### src/hw/rtl/cbm_pkg.sv
package cbm_pkg;

  typedef enum logic [1:0] {
    OP_RESET_LOAD = 2'd0,
    OP_REG_WRITE  = 2'd1,
    OP_PRG_XLATE  = 2'd2,
    OP_CHR_XLATE  = 2'd3
  } op_t;

  // configuration register indexes
  localparam logic [1:0] CFG_PRG_COUNT = 2'd0;
  localparam logic [1:0] CFG_CHR_COUNT = 2'd1;

  localparam logic [15:0] ADDR_CHR_PAIR_LO  = 16'h7EF0;
  localparam logic [15:0] ADDR_CHR_PAIR_HI  = 16'h7EF1;
  localparam logic [15:0] ADDR_CHR_SINGLE_0 = 16'h7EF2;
  localparam logic [15:0] ADDR_CHR_SINGLE_3 = 16'h7EF5;
  localparam logic [15:0] ADDR_CONTROL      = 16'h7EF6;
  localparam logic [15:0] ADDR_PRG_0        = 16'h7EFA;
  localparam logic [15:0] ADDR_PRG_2        = 16'h7EFC;

  localparam logic [7:0] PAIR_MASK  = 8'hFE;
  localparam int         SWAP_BIT   = 1;
  localparam int         MIRROR_BIT = 0;

  localparam logic [8:0] PRG_COUNT_RST = 9'd16;
  localparam logic [8:0] CHR_COUNT_RST = 9'd128;

  typedef struct packed {
    logic [1:0]  operation;
    logic [15:0] address;
    logic [7:0]  data;
  } in_item_t;

  typedef struct packed {
    logic [7:0] bank;
    logic       mirroring_vertical;
  } out_item_t;

endpackage

### src/hw/rtl/cartridge_bank_mapper_x1_017_core.sv
// Bank mapper core for an X1-017 style cartridge.
// Input channel (in_valid/in_ready/in_item): one request per item, carrying a
// reset-load, a register write, a program translate or a pattern translate.
// Result channel (out_valid/out_ready/out_item): exactly one result per
// request, in order: the slot bank number for translates (zero otherwise) and
// the mirroring after the request.
// Config channel (cfg_valid/cfg_ready/cfg_index/cfg_data): program and pattern
// bank counts, always ready; write only while no request is in flight.
// Path: a request enters the input register, then slot update and result register
// act on it in one stage.
// Throughput: one request per cycle while out_ready holds; slot state is read and
// written in the same stage, so back-to-back requests see each other's updates.
// Receiver stall: the result register holds, the input register fills, then
// in_ready drops until out_ready returns. No result is dropped.
// Reset: slots come up as after a reset-load with counts 16 and 128
// (program 0,1,14,15, pattern 0..7, swap off, mirroring vertical).
module cartridge_bank_mapper_x1_017_core
  import cbm_pkg::*;
(
  input  logic      clk,
  input  logic      rst_n,
  input  logic      in_valid,
  output logic      in_ready,
  input  in_item_t  in_item,
  output logic      out_valid,
  input  logic      out_ready,
  output out_item_t out_item,
  input  logic      cfg_valid,
  output logic      cfg_ready,
  input  logic [1:0] cfg_index,
  input  logic [8:0] cfg_data
);

  logic [8:0] prg_count_r;
  logic [8:0] chr_count_r;

  logic       s1_valid_r;
  in_item_t   s1_item_r;
  logic       out_valid_r;
  out_item_t  out_item_r, out_item_nxt;

  logic [7:0] prg_slot_r [4];
  logic [7:0] prg_slot_nxt [4];
  logic [7:0] chr_slot_r [8];
  logic [7:0] chr_slot_nxt [8];
  logic       swap_r, swap_nxt;
  logic       mirror_r, mirror_nxt;

  logic       adv;
  logic       fire;
  logic [1:0] low_off;
  logic [7:0] pair;
  logic [8:0] prg_m1, prg_m2;

  assign adv       = !out_valid_r || out_ready;
  assign fire      = s1_valid_r && adv;
  assign in_ready  = !s1_valid_r || adv;
  assign cfg_ready = 1'b1;
  assign out_valid = out_valid_r;
  assign out_item  = out_item_r;

  // 0x7EF2..5 and 0x7EFA..C both map to slot offset addr[1:0] - 2
  assign low_off = s1_item_r.address[1:0] - 2'd2;
  assign pair    = s1_item_r.data & PAIR_MASK;
  assign prg_m1  = prg_count_r - 9'd1;
  assign prg_m2  = prg_count_r - 9'd2;

  always_comb begin
    prg_slot_nxt = prg_slot_r;
    chr_slot_nxt = chr_slot_r;
    swap_nxt     = swap_r;
    mirror_nxt   = mirror_r;
    out_item_nxt.bank = 8'd0;

    unique case (op_t'(s1_item_r.operation))
      OP_RESET_LOAD: begin
        prg_slot_nxt[0] = 8'd0;
        prg_slot_nxt[1] = 8'd1;
        prg_slot_nxt[2] = prg_m2[7:0];
        prg_slot_nxt[3] = prg_m1[7:0];
        if (chr_count_r != 9'd0) begin
          for (int i = 0; i < 8; i++) begin
            chr_slot_nxt[i] = 8'(i);
          end
        end
        swap_nxt   = 1'b0;
        mirror_nxt = 1'b1;
      end
      OP_REG_WRITE: begin
        if (s1_item_r.address == ADDR_CHR_PAIR_LO ||
            s1_item_r.address == ADDR_CHR_PAIR_HI) begin
          chr_slot_nxt[{swap_r, s1_item_r.address[0], 1'b0}] = pair;
          chr_slot_nxt[{swap_r, s1_item_r.address[0], 1'b1}] = pair + 8'd1;
        end else if (s1_item_r.address >= ADDR_CHR_SINGLE_0 &&
                     s1_item_r.address <= ADDR_CHR_SINGLE_3) begin
          chr_slot_nxt[{!swap_r, low_off}] = s1_item_r.data;
        end else if (s1_item_r.address == ADDR_CONTROL) begin
          swap_nxt   = s1_item_r.data[SWAP_BIT];
          mirror_nxt = s1_item_r.data[MIRROR_BIT];
        end else if (s1_item_r.address >= ADDR_PRG_0 &&
                     s1_item_r.address <= ADDR_PRG_2) begin
          prg_slot_nxt[low_off] = {2'b00, s1_item_r.data[7:2]};
        end
      end
      OP_PRG_XLATE: begin
        if (s1_item_r.address[15]) begin
          out_item_nxt.bank = prg_slot_r[s1_item_r.address[14:13]];
        end
      end
      OP_CHR_XLATE: begin
        out_item_nxt.bank = chr_slot_r[s1_item_r.address[12:10]];
      end
      default: ;
    endcase
    out_item_nxt.mirroring_vertical = mirror_nxt;
  end

  always_ff @(posedge clk) begin
    if (!rst_n) begin
      prg_count_r <= PRG_COUNT_RST;
      chr_count_r <= CHR_COUNT_RST;
    end else if (cfg_valid && cfg_ready) begin
      if (cfg_index == CFG_PRG_COUNT) begin
        prg_count_r <= cfg_data;
      end else if (cfg_index == CFG_CHR_COUNT) begin
        chr_count_r <= cfg_data;
      end
    end
  end

  always_ff @(posedge clk) begin
    if (!rst_n) begin
      s1_valid_r  <= 1'b0;
      out_valid_r <= 1'b0;
      prg_slot_r  <= '{8'd0, 8'd1, PRG_COUNT_RST[7:0] - 8'd2, PRG_COUNT_RST[7:0] - 8'd1};
      for (int i = 0; i < 8; i++) begin
        chr_slot_r[i] <= 8'(i);
      end
      swap_r   <= 1'b0;
      mirror_r <= 1'b1;
    end else begin
      if (in_ready) begin
        s1_valid_r <= in_valid;
      end
      if (adv) begin
        out_valid_r <= s1_valid_r;
      end
      if (fire) begin
        prg_slot_r <= prg_slot_nxt;
        chr_slot_r <= chr_slot_nxt;
        swap_r     <= swap_nxt;
        mirror_r   <= mirror_nxt;
      end
    end
  end

  always_ff @(posedge clk) begin
    if (in_valid && in_ready) begin
      s1_item_r <= in_item;
    end
    if (fire) begin
      out_item_r <= out_item_nxt;
    end
  end

  // stalled input stage keeps its request
  a_s1_hold: assert property (@(posedge clk) disable iff (!rst_n)
    (s1_valid_r && !adv) |=> (s1_valid_r && $stable(s1_item_r)))
    else $error("input stage lost or changed a stalled request");

  a_fire_valid: assert property (@(posedge clk) disable iff (!rst_n)
    fire |=> out_valid_r)
    else $error("processed request produced no result");

  a_mirror_match: assert property (@(posedge clk) disable iff (!rst_n)
    fire |=> (out_item_r.mirroring_vertical == mirror_r))
    else $error("result mirroring differs from mirroring state");

  a_low_prg_zero: assert property (@(posedge clk) disable iff (!rst_n)
    (fire && s1_item_r.operation == OP_PRG_XLATE && !s1_item_r.address[15])
    |=> (out_item_r.bank == 8'd0))
    else $error("program translate below 0x8000 gave nonzero bank");

  a_reset_load: assert property (@(posedge clk) disable iff (!rst_n)
    (fire && s1_item_r.operation == OP_RESET_LOAD)
    |=> (prg_slot_r[0] == 8'd0 && prg_slot_r[1] == 8'd1 && !swap_r && mirror_r))
    else $error("reset-load did not restore fixed slots");

endmodule

### config.mk
export PLATFORM = sky130hd
export DESIGN_NAME = cartridge_bank_mapper_x1_017_core
export DESIGN_NICKNAME = d
export VERILOG_FILES = /design/src/hw/rtl/cbm_pkg.sv /design/src/hw/rtl/cartridge_bank_mapper_x1_017_core.sv
export SDC_FILE = /design/constraint.sdc
export NUM_CORES = 1
export LEC_CHECK = 0
export ABC_AREA = 0
export BUFFER_PORTS_ARGS = -buffer_cell sky130_fd_sc_hd__buf_2
export CAP_MARGIN = 20
export CORE_MARGIN = 2
export CORE_UTILIZATION = 47
export CTS_BUF_LIST = sky130_fd_sc_hd__clkbuf_4
export DETAILED_ROUTE_END_ITERATION = 6
export PLACE_DENSITY_LB_ADDON = 0.3
export SLEW_MARGIN = 10
export SYNTH_ARGS = -nofsm -noshare
export SYNTH_HDL_FRONTEND = slang
export SYNTH_SLANG_ARGS = --single-unit
### constraint.sdc
create_clock -name clk -period 6.6 [get_ports clk]
set_input_delay 0.66 -clock clk [delete_from_list [all_inputs] [get_ports clk]]
set_output_delay 0.66 -clock clk [all_outputs]
set_load 0.03 [all_outputs]
### Word level (Yosys, flattened, before mapping)

Cells that the tools add are included.

| cells by class | value |
|---|---|
| add/sub/neg operators | 4 |
| order comparisons | 14 |
| equality and inequality tests | 14 |
| mux-type cells | 37 |
| bitwise logic cells | 7 |
| reductions and logical operators | 23 |

Operators with widths:

| cell | number |
|---|---|
| bitwise mux 64 bit | 3 |
| 2-to-1 mux 64 bit | 3 |
| 2-to-1 mux 32 bit | 4 |
| one-hot mux 64 bit (2 select lines) | 1 |
| demux 8 bit (select 3 bit) | 3 |
| 2-to-1 mux 8 bit | 9 |
| one-hot mux 32 bit (2 select lines) | 1 |
| equality test 16 x 15 -> 1 bit, second input constant | 3 |
| bitwise mux 32 bit | 1 |
| >= comparator 16 x 15 -> 1 bit, second input constant | 2 |
| less-or-equal comparator 16 x 15 -> 1 bit, second input constant | 2 |
| binary-select mux 8 bit (select 3 bit) | 1 |
| binary-select mux 8 bit (select 2 bit) | 1 |
| demux 8 bit (select 2 bit) | 1 |
| >= comparator 4 bit, second input constant | 4 |
| inverter 3 -> 4 bit | 4 |
| one-hot mux 8 bit (2 select lines) | 1 |
| less-than comparator 4 x 1 -> 1 bit, second input constant | 3 |
| != test 2 bit, second input constant | 6 |
| nonzero test 9 bit | 1 |
| adder 8 x 1 -> 8 bit, second input constant | 1 |
| logical AND 1 bit | 8 |
| subtractor 8 x 1 -> 8 bit, second input constant | 1 |
| subtractor 8 x 2 -> 8 bit, second input constant | 1 |
| other kinds (19) | 34 |

| storage, ports and cells | value |
|---|---|
| flip-flop bits (word level) | 152 |
| bits of input ports | 42 |
| output and inout bits | 12 |

### Longest topological paths before layout

| logic depth | value |
|---|---|
| depth after elaboration | 12 |
| gate-level depth with buffers | 7 |

### Least setup slack after synthesis

OpenSTA, ideal clock, no wires.

| path | value |
|---|---|
| path kind | input to register |
| from | input port out_ready |
| to | register prg_slot_r[16] (netlist bit) |
| data arrival time | 2195 ps |
| slack | 4283 ps |
| stages | 6 |
| buffers on the path | 1 |
| cell sequence | nor2b_1 > clkbuf_1 > nor3_2 > a31oi_1 > a211oi_2 > o32a_1 |

| between the ends | value |
|---|---|
| word-level cells in the longest chain between the ends | 3 |

Ends and longest elaborated chain:

| item | line | RTL |
|---|---|---|
| start: declaration | cartridge_bank_mapper_x1_017_core.sv:26 | `input logic out_ready,` |
| logical OR 1 bit | cartridge_bank_mapper_x1_017_core.sv:55 | `assign adv = !out_valid_r \|\| out_ready;` |
| logical AND 1 bit | cartridge_bank_mapper_x1_017_core.sv:56 | `assign fire = s1_valid_r && adv;` |
| AND reduction 6 bit (no source line) | n/a |  |
| end signal: assignment | cartridge_bank_mapper_x1_017_core.sv:135 | `prg_slot_r <= '{8'd0, 8'd1, PRG_COUNT_RST[7:0] - 8'd2, PRG_COUNT_RST[7:0] - 8'd1};` |
| end signal: assignment | cartridge_bank_mapper_x1_017_core.sv:149 | `prg_slot_r <= prg_slot_nxt;` |
| end: declaration | cartridge_bank_mapper_x1_017_core.sv:42 | `logic [7:0] prg_slot_r [4];` |

No other way between the ends.
A chain may end at the register's enable or synchronous reset.

### Final worst setup path

| path | value |
|---|---|
| from | register s1_item_r[19] (netlist bit) |
| to | register prg_slot_r[27] (netlist bit) |

| between the ends | value |
|---|---|
| word-level cells in the longest chain between the ends | 4 |
| elaborated cells between the ends (all ways) | 15 |
| those cells by class | order compare: 4; eq/ne: 7; reduce/logical: 4 |

Ends and longest elaborated chain:

| item | line | RTL |
|---|---|---|
| start: declaration | cartridge_bank_mapper_x1_017_core.sv:38 | `in_item_t s1_item_r;` |
| start signal: assignment | cartridge_bank_mapper_x1_017_core.sv:159 | `s1_item_r <= in_item;` |
| >= comparator 16 x 15 -> 1 bit, or another cell as far along | cartridge_bank_mapper_x1_017_core.sv:100 | `end else if (s1_item_r.address >= ADDR_PRG_0 &&` |
| logical AND 1 bit, or another cell as far along | cartridge_bank_mapper_x1_017_core.sv:100 |  |
| != test 2 bit (no source line) | n/a |  |
| AND reduction 6 bit (no source line) * | n/a |  |

Every way passes the cells marked *; elsewhere a longest branch is shown, timed or not.

==> impl_metrics.py <==
metrics = {
    "outcome": {
        "status": "completed",
    },
    "sta": {
        "finalSetupViolCount": 0,
        "finalSetupTns_ns": 0,
        "slew_viol_final": 0,
        "worst_pin_slew_ns": 0.960,
        "max-slew-margin-rel_pct": 35.7,
        "rsz0062_at_grt": "false",
        "finalCritPeriodShare_pct": 47.7,
        "skew_ns": 0.0236,
        "hold_viol_final": 0,
        "final.min_clock_period_ns": 3.15,
        "fmax_mhz": 318,
    },
    "detailed_routing": {
        "antenna_left": 0,
        "vias": 5492,
        "first_pass_iters": 7,
        "viasPerCell": 6.08,
        "drtIter0Drc": 525,
        "highest_layer": "met4",
        "met3_length_um": 1570,
        "wl_um": 18000,
        "wl_met2_um": 8010,
        "wl_per_cell_um": 19.9,
        "met1_length_um": 8060,
        "drcViolationCount": 0,
    },
    "synthesis": {
        "yosysTopAreaCellShare_pct": 32.4,
        "ys_seq_elements": 148,
        "syn_area_um2": 6970,
        "synthDistinctLibCells": 76,
        "ys_seq_area_share_pct": 47.5,
        "synth_edf_count": 35,
        "async_flop_share_pct": 0,
        "synthFlopType": "dfxtp_1",
        "syn_avg_cell_area_um2": 10.4,
        "synth_area_leader_cell": "dfxtp_1",
        "synth_area_leaders": "dfxtp_1, edfxtp_1, mux2i_1, mux4_2, nand2_1",
        "synth_warnings": 0,
        "syn_inst": 670,
        "syn_nets": 715,
    },
    "layout": {
        "multi_input_area_um2": 3420,
        "drive_gt1_share_pct": 20.0,
        "post-route-util_pct": 52.7,
        "layout_common_cells": "nand2_1, dfxtp_1, mux2i_1, nor2_1, buf_2",
        "synthToLayoutAreaGrowth_pct": 9.82,
        "antenna_cells": 0,
        "fillers": 1306,
        "regArea_um2": 3310,
        "nets": 752,
    },
    "floorplanning": {
        "rows": 44,
        "die_w_um": 126,
        "dieArea_um2": 15800,
        "core-area_um2": 14500,
        "fp.dieH_um": 126,
        "initial_utilization_pct": 48.0,
        "ios": 54,
    },
    "clock_tree": {
        "cts.repair.resized": 0,
        "postCtsHoldBufs": 0,
        "ctsHtreeMaxLevel": 4,
        "clockRootBuffer": "clkbuf_4",
        "clkTransAtPathRegs_ns": 0.12,
        "numCtsBuffers": 17,
        "cts_setup_buffers": 0,
        "cts.sinks": 148,
        "cts_tree": "yes",
        "clkLatencyLatePin_ns": 0.57,
        "cts_buffer_depth": 2,
    },
    "setup_path": {
        "cp_max_fo": 18,
        "endpoint": "prg_slot_r[27]",
        "ff2ff_path_depth": 5,
        "r2r-end": "prg_slot_r[27]",
        "crit_required_ns": 7.03,
        "reg2reg_setup_slack_ns": 3.45,
        "cp-startpoint": "s1_item_r[19]",
        "cp-end-kind": "flip-flop",
        "crit_type": "flip-flop to flip-flop",
        "r2r-start": "s1_item_r[19]",
        "crit_arrival_ns": 3.57,
        "cp-start-kind": "flip-flop",
    },
    "global_routing": {
        "grt_usage_pct": 23.0,
        "gr-total-overflow": 0,
        "grt_pass1_vias": 5163,
        "grt_max_degree": 51,
        "antenna_found_initial": 0,
        "grt_pass1_wl_um": 28400,
    },
    "place": {
        "dpl.hpwl_um": 12600,
        "gp_congestion": 0.921,
        "portBuffers": 52,
    },
    "hold_path": {
        "min_path_type": "primary input to flip-flop",
    },
    "pwr": {
        "powerDensity_nw_per_um2": 225,
        "irDropWorstVdd_mv": 0.126,
        "p_leak_nw": 2.81,
    },
    "job": {
        "drv_cap": 0,
    },
}
Yosys cell counts (3+ instances only):
library cell and n:
nor4_1 3, ha_1 3, xnor2_1 3, o211ai_1 5
o2bb2ai_1 6, clkbuf_1 24, buf_4 4, xor2_1 7
dfxtp_1 113, nor3_1 20, a31o_2 14, a31o_1 6
edfxtp_1 35, nand2_1 113, a211oi_1 9, nor2b_1 5
o22ai_1 13, a31oi_4 3, a32oi_1 3, o21ai_1 3
mux2i_1 58, nand2b_1 6, nor3b_1 4, buf_2 5
and3_1 6, a22oi_1 4, nor2_1 54, nand3_1 13
a311oi_1 3, o21ai_0 19, or3_1 5, a21oi_1 11
buf_1 5, nand4_1 3, a221oi_1 3, inv_1 10
mux4_2 20, buf_6 3
layer usage:
layer	track usage, %	vias to the layer above
met2	35.2	292
met3	4.25	39
li1	-	2553
met4	7.56	0
met1	33.0	2608
met5	0	-
cell families (layout without fill, tap and decap cells):
| logic type | Yosys count | after routing | synth area share (%) |
|---|---|---|---|
| AND/OR/NAND/NOR | 248 | 248 | 16.7 |
| flip-flops | 148 | 148 | 47.5 |
| adder cells (fa/ha/maj) | 3 | 3 | 0.538 |
| buffers and inverters | 52 | 102 | 3.43 |
| other | 1 | 1 | 0.0538 |
| XOR/XNOR | 10 | 10 | 1.26 |
| multiplexers | 84 | 84 | 16.6 |
| AO/OA/AOI/OAI | 124 | 124 | 14.0 |
through the flow:
step / cells / instance area (um^2) / power (mW) / worst slack, ns / hold slack, ns
after global routing: 904 / 7660 / 1.78 / 3.25 / 0.239
after detailed placement: 870 / 7310 / 1.14 / 3.40 / 0.450
after floorplan: 670 / 6970 / 1.09 / 4.28 / 0.432
after CTS: 902 / 7600 / 1.72 / 3.40 / 0.238
final: 904 / 7660 / 1.72 / 3.45 / 0.265
after global placement: 870 / 7310 / 1.14 / 3.52 / 0.440
report_power, final:
part	internal (mW)	total [mW]	switching, mW
combinational	0.0566	0.147	0.0907
clock	0.264	0.594	0.330
sequential	0.949	0.978	0.0295
layout make-up:
| cell class | count | share of cell area (%) |
|---|---|---|
| Clock buffer | 18 | 1.76 |
| Clock inverter | 14 | 2.11 |
| Inverter | 11 | 0.539 |
| Multi-Input combinational cell | 470 | 44.7 |
| Sequential cell | 148 | 43.3 |
| Tap cell | 184 | 3.01 |
| Timing Repair Buffer | 59 | 4.61 |
state kept, by name, summed over array words and instances (netlist names):
register / cells
prg_count_r: 8
out_valid: 1
s1_item_r: 19
chr_count_r: 9
chr_slot_r: 64
s1_valid_r: 1
out_item: 9
prg_slot_r: 28
swap_r: 1
pair: 7
mirror_r: 1
critical path, stage by stage, from the launching register on:
cell,delay [ns]
edfxtp_1,0.93
nand2_1,0.32
nor4_4,0.57
a31oi_1,0.44
a221oi_2,0.60
o22ai_1,0.16
how the worst min path moves through the flow:
stage / from / endpoint / depth (start not counted)
6_report: in_item[1] / pair[1] / 1
5_1_grt: in_item[15] / s1_item_r[15] / 1
4_1_cts: in_item[11] / s1_item_r[11] / 1
3_5_place_dp: chr_slot_r[7] / chr_slot_r[7] / 2
3_3_place_gp: chr_slot_r[54] / chr_slot_r[54] / 2
2_1_floorplan: chr_slot_r[49] / chr_slot_r[49] / 2
No activity file was read; power rests on OpenSTA's default activity.
